--- src/rtl/wlpa_div.sv ---
// Restoring divider: 32-bit dividend by 16-bit divisor, one quotient bit a cycle.
module wlpa_div (
	input  logic        clk,
	input  logic        arst_n,
	input  logic        start,
	input  logic [31:0] dividend,
	input  logic [15:0] divisor,
	output logic        done,
	output logic [31:0] quotient
);
	logic [31:0] q_q;
	logic [15:0] rem_q;
	logic [15:0] dvs_q;
	logic [5:0]  cnt_q;
	logic        busy_q;
	logic [16:0] trial;
	logic [17:0] diff;

	always_comb begin
		trial = {rem_q, q_q[31]};
		diff  = {1'b0, trial} - {2'b00, dvs_q};
	end

	always_ff @(posedge clk or negedge arst_n) begin
		if (!arst_n) begin
			busy_q <= 1'b0;
			done   <= 1'b0;
			cnt_q  <= '0;
		end else begin
			done <= 1'b0;
			if (start) begin
				busy_q <= 1'b1;
				cnt_q  <= '0;
			end else if (busy_q) begin
				cnt_q <= cnt_q + 6'd1;
				if (cnt_q == 6'd31) begin
					busy_q <= 1'b0;
					done   <= 1'b1;
				end
			end
		end
	end

	always_ff @(posedge clk) begin
		if (start) begin
			q_q   <= dividend;
			rem_q <= '0;
			dvs_q <= divisor;
		end else if (busy_q) begin
			// shift in next dividend bit, subtract when it fits
			if (!diff[17]) begin
				rem_q <= diff[15:0];
				q_q   <= {q_q[30:0], 1'b1};
			end else begin
				rem_q <= trial[15:0];
				q_q   <= {q_q[30:0], 1'b0};
			end
		end
	end

	assign quotient = q_q;
endmodule

--- config.mk ---
export PLATFORM = sky130hd
export DESIGN_NAME = wlpa_div
export DESIGN_NICKNAME = d
export VERILOG_FILES = /design/src/rtl/wlpa_div.sv
export SDC_FILE = /design/constraint.sdc
export NUM_CORES = 1
export LEC_CHECK = 0
export BUFFER_PORTS_ARGS = -buffer_cell sky130_fd_sc_hd__buf_2
export CAP_MARGIN = 20
export CORE_MARGIN = 4
export CORE_UTILIZATION = 25
export DETAILED_ROUTE_END_ITERATION = 16
export SYNTH_ARGS = -nofsm -noshare
export SYNTH_HDL_FRONTEND = slang
export SYNTH_SLANG_ARGS = --single-unit
--- constraint.sdc ---
create_clock -name clk -period 6.63 [get_ports clk]
set_input_delay 0.9945 -clock clk [delete_from_list [all_inputs] [get_ports clk]]
set_output_delay 0.9945 -clock clk [all_outputs]
set_load 0.01 [all_outputs]
==> summary.md <==
| Metric | Value |
|---|---|
| Initial drt markers | `roughly 130` |
| Worst hold path type | `input pin to async pin` |
| RSZ-0062 raised after global routing | `false` |
| Worst hold slack | `roughly 0.5 ns` |
| Drt pass-1 iters | `4` |
| Antenna Diode Count | `0` |
| Antenna viol nets, final | `0` |
| CTS buffer count | `9` |
| Max Cap Viol | `0` |
| Max Clock Freq | `roughly 0.35 GHz` |
| Grt total ovfl | `0` |
| PwrDens | `between 300 and 400 nW/um^2` |
| Area delta synth->final | `25.8%` |
| Top_reg_cell synth | `edfxtp_1` |
| Largest stage delay on the critical path | `between 0.6 and 0.7 ns` |
| Non-filler cells, final | `572` |
| Skew final | `about 0.008 ns` |
| Vias per cell | `about 4.5` |
| Syn_area_per_cell | `~12 um^2` |
| Die Span X | `around 130 um` |
| Die Height | `between 100 and 150 um` |
| Port bufs | `83` |
| Slew @ Worst Pin | `between 0.8 and 0.9 ns` |
| CTS tree | `done` |
| Endpoints failing setup | `0` |
| Cells along the critical path | `buf_2 -> buf_4 -> nor2_1 -> inv_1 -> buf_16` |
| Longest Clk Path Bufs | `2` |
| First-pass GRT wire length | `approximately 13,000 um` |
| Via count | `around 2.6k` |
| Design Area, Final | `between 4000 and 5000 um^2` |
| Asr flop ratio synth | `roughly 11%` |
| Layout cells sized above 1 | `between 30 and 40%` |
| Clk_lat worst skew | `around 0.34 ns` |
| Mapped Nets | `between 300 and 400` |
| Final hold vios | `0` |
| Slowest CP cell | `buf_4` |
| Row count | `44` |
| Post-Syn Area | `3680 um^2` |
| H-tree depth | `3` |
| Area post-placement | `approximately 4300 um^2` |
| Share of the synthesized area in the top cell type | `roughly two fifths` |
| Slew HR | `between 40% and 50%` |
| Critical setup path kind | `input pin to flip-flop` |
| Area of the multi-input gates | `between 1500 and 2000 um^2` |
| Tot Pwr | `~1.5 mW` |
| I/O Pins | `84` |
| Max FO, Critical Path | `67` |
| CP arrival | `between 2 and 3 ns` |
| Min Clock Period, post-route | `2.83 ns` |
| Synth Register Bits | `72` |
| WL/cell | `between 10 and 15 um` |
| Post-CTS resize count | `0` |
| CTS root buffer | `clkbuf_16` |
| Core Util, Final | `between 30% and 40%` |
| Hold_buf cts | `0` |
| Worst setup SP type | `input pin` |
| Pins Over Slew Limit | `0` |
| Sink Count | `72` |
| Pleak | `2.05 nW` |
| DP Cell Count | `~560` |
| Ranking of synthesized cells by area | `edfxtp_1 (39%), dfxtp_1 (8.7%), ha_1 (5.8%), dfrtp_1 (5.4%), mux2_2 (5.2%)` |
| Gate Count Post-Synth | `300` |
| Initial Util | `between 20% and 30%` |
| Area leader, netlist | `edfxtp_1` |
| Crit path capture type | `flip-flop` |
| Core area | `between 10,000 and 15,000 um^2` |
| Largest net degree at the start of global routing | `between 60 and 70` |
| Setup ws final | `3.80 ns` |
| Worst-path clk slew | `0.06 ns` |
| Setup TNS | `0 ns` |
| Die area | `16,700 um^2` |
| Seq/Total Area, Yosys | `between 50% and 60%` |
| Antenna violations before repair | `0` |
| Fin nets | `between 400 and 500` |
| Worst VDD drop | `0.000111 V` |
| Final HPWL DP | `5550 um` |
| Critical path required time | `between 6 and 7 ns` |
| Vias in the first global route | `approximately 2.6k` |
| All-Layer GR Usage | `9.60%` |
| DRT Wirelength | `slightly below 8000 um` |
| Register area | `1960 um^2` |
| Pre-CTS setup slack | `3.45 ns` |
| Remaining DRCs | `0` |
| Setup Buffers After CTS | `0` |
| Filler Cell Count | `~1.5k` |
| Number of distinct library cells after synthesis | `between 40 and 50` |
| Status | `finished, final reports clean` |
| RD Place Congestion | `around 0.74` |
| Period Utilization, post-route | `42.7%` |
| EDFF count, synth | `48` |
| Yosys warns | `0` |
==> layer usage <==
layer | vias to the layer above | GRT usage, % | share of wire, %
li1 | 1279 | - | -
met1 | 1225 | 11.2 | 43
met2 | 62 | 16.0 | 49
met3 | 7 | 3.63 | 6.4
met4 | 0 | 3.71 | 1.2
met5 | - | 0 | 0
==> flip-flops by register name, summed over array words and instances (netlist names) <==
register,count
cnt_q,6
done,1
dvs_q,16
rem_q,16
busy_q,1
quotient,32
==> cells by family after synthesis <==
kind of cell / after synthesis / share of synthesized area (%)
AO/OA/AOI/OAI: 63 / 13.0
multiplexers: 42 / 12.5
buffers and inverters: 32 / 3.51
AND/OR/NAND/NOR: 55 / 6.98
flip-flops: 72 / 53.4
XOR/XNOR: 18 / 4.29
adder cells (fa/ha/maj): 18 / 6.33
==> synthesized netlist by cell type (6+ instances only) <==
master     n
a21oi_1   14
mux2i_1   11
dfrtp_1    8
o21ai_0    8
nand2_1   14
mux2_1    14
clkbuf_1   7
edfxtp_1  48
a211oi_1   8
inv_1     19
ha_1      17
nor2_1    21
mux2_2    17
xor2_1     6
dfxtp_1   16
xnor2_1   12
==> final timing paths <==
kind	from	endpoint	slack (ns)	depth (start not counted)
worst max-delay path	start	quotient[25]	3.80	5
worst min-delay path	arst_n	cnt_q[1]	0.49	1
worst max register to register	quotient[31]	rem_q[0]	4.21	9
worst min register to register	rem_q[9]	rem_q[9]	0.49	2
max in group asynchronous	arst_n	done	5.97	1
min in group clk	rem_q[9]	rem_q[9]	0.49	2
==> report_power, final <==
group | internal [mW] | switching (mW)
sequential | 0.543 | 0.0385
combinational | 0.183 | 0.206
clock | 0.334 | 0.196
total | 1.06 | 0.440
==> layout by cell type (no fill, tap or decap), drive strengths merged, types with 2 or more instances in the layout <==
cell and n:
a211o 2, a211oi 8, a21o 3, a21oi 15
a31oi 2, a32oi 5, buf 85, bufinv 2
clkbuf 9, dfrtp 8, dfxtp 16, edfxtp 48
ha 17, inv 23, mux2 31, mux2i 11
nand2 14, nand2b 6, nand3 2, nand4 4
nor2 21, nor2b 2, o211ai 4, o21ai 10
o21bai 2, o31ai 4, or3 2, xnor2 12
xor2 6
==> worst max-delay path, delay by kind of cell <==
family / cells / cell delay [ns]
buf+inv: 4 / 1.48
simple gates: 1 / 0.36
==> area by class of cell <==
cell class | count | area share, %
flip-flops and latches | 72 | 42.4
multi-input cells | 196 | 34.3
repair buffers | 85 | 9.74
well taps | 184 | 4.98
clock buffers | 9 | 4.87
clock inverters | 7 | 2.16
inverters | 19 | 1.54
(Power assumes the default switching activity.)
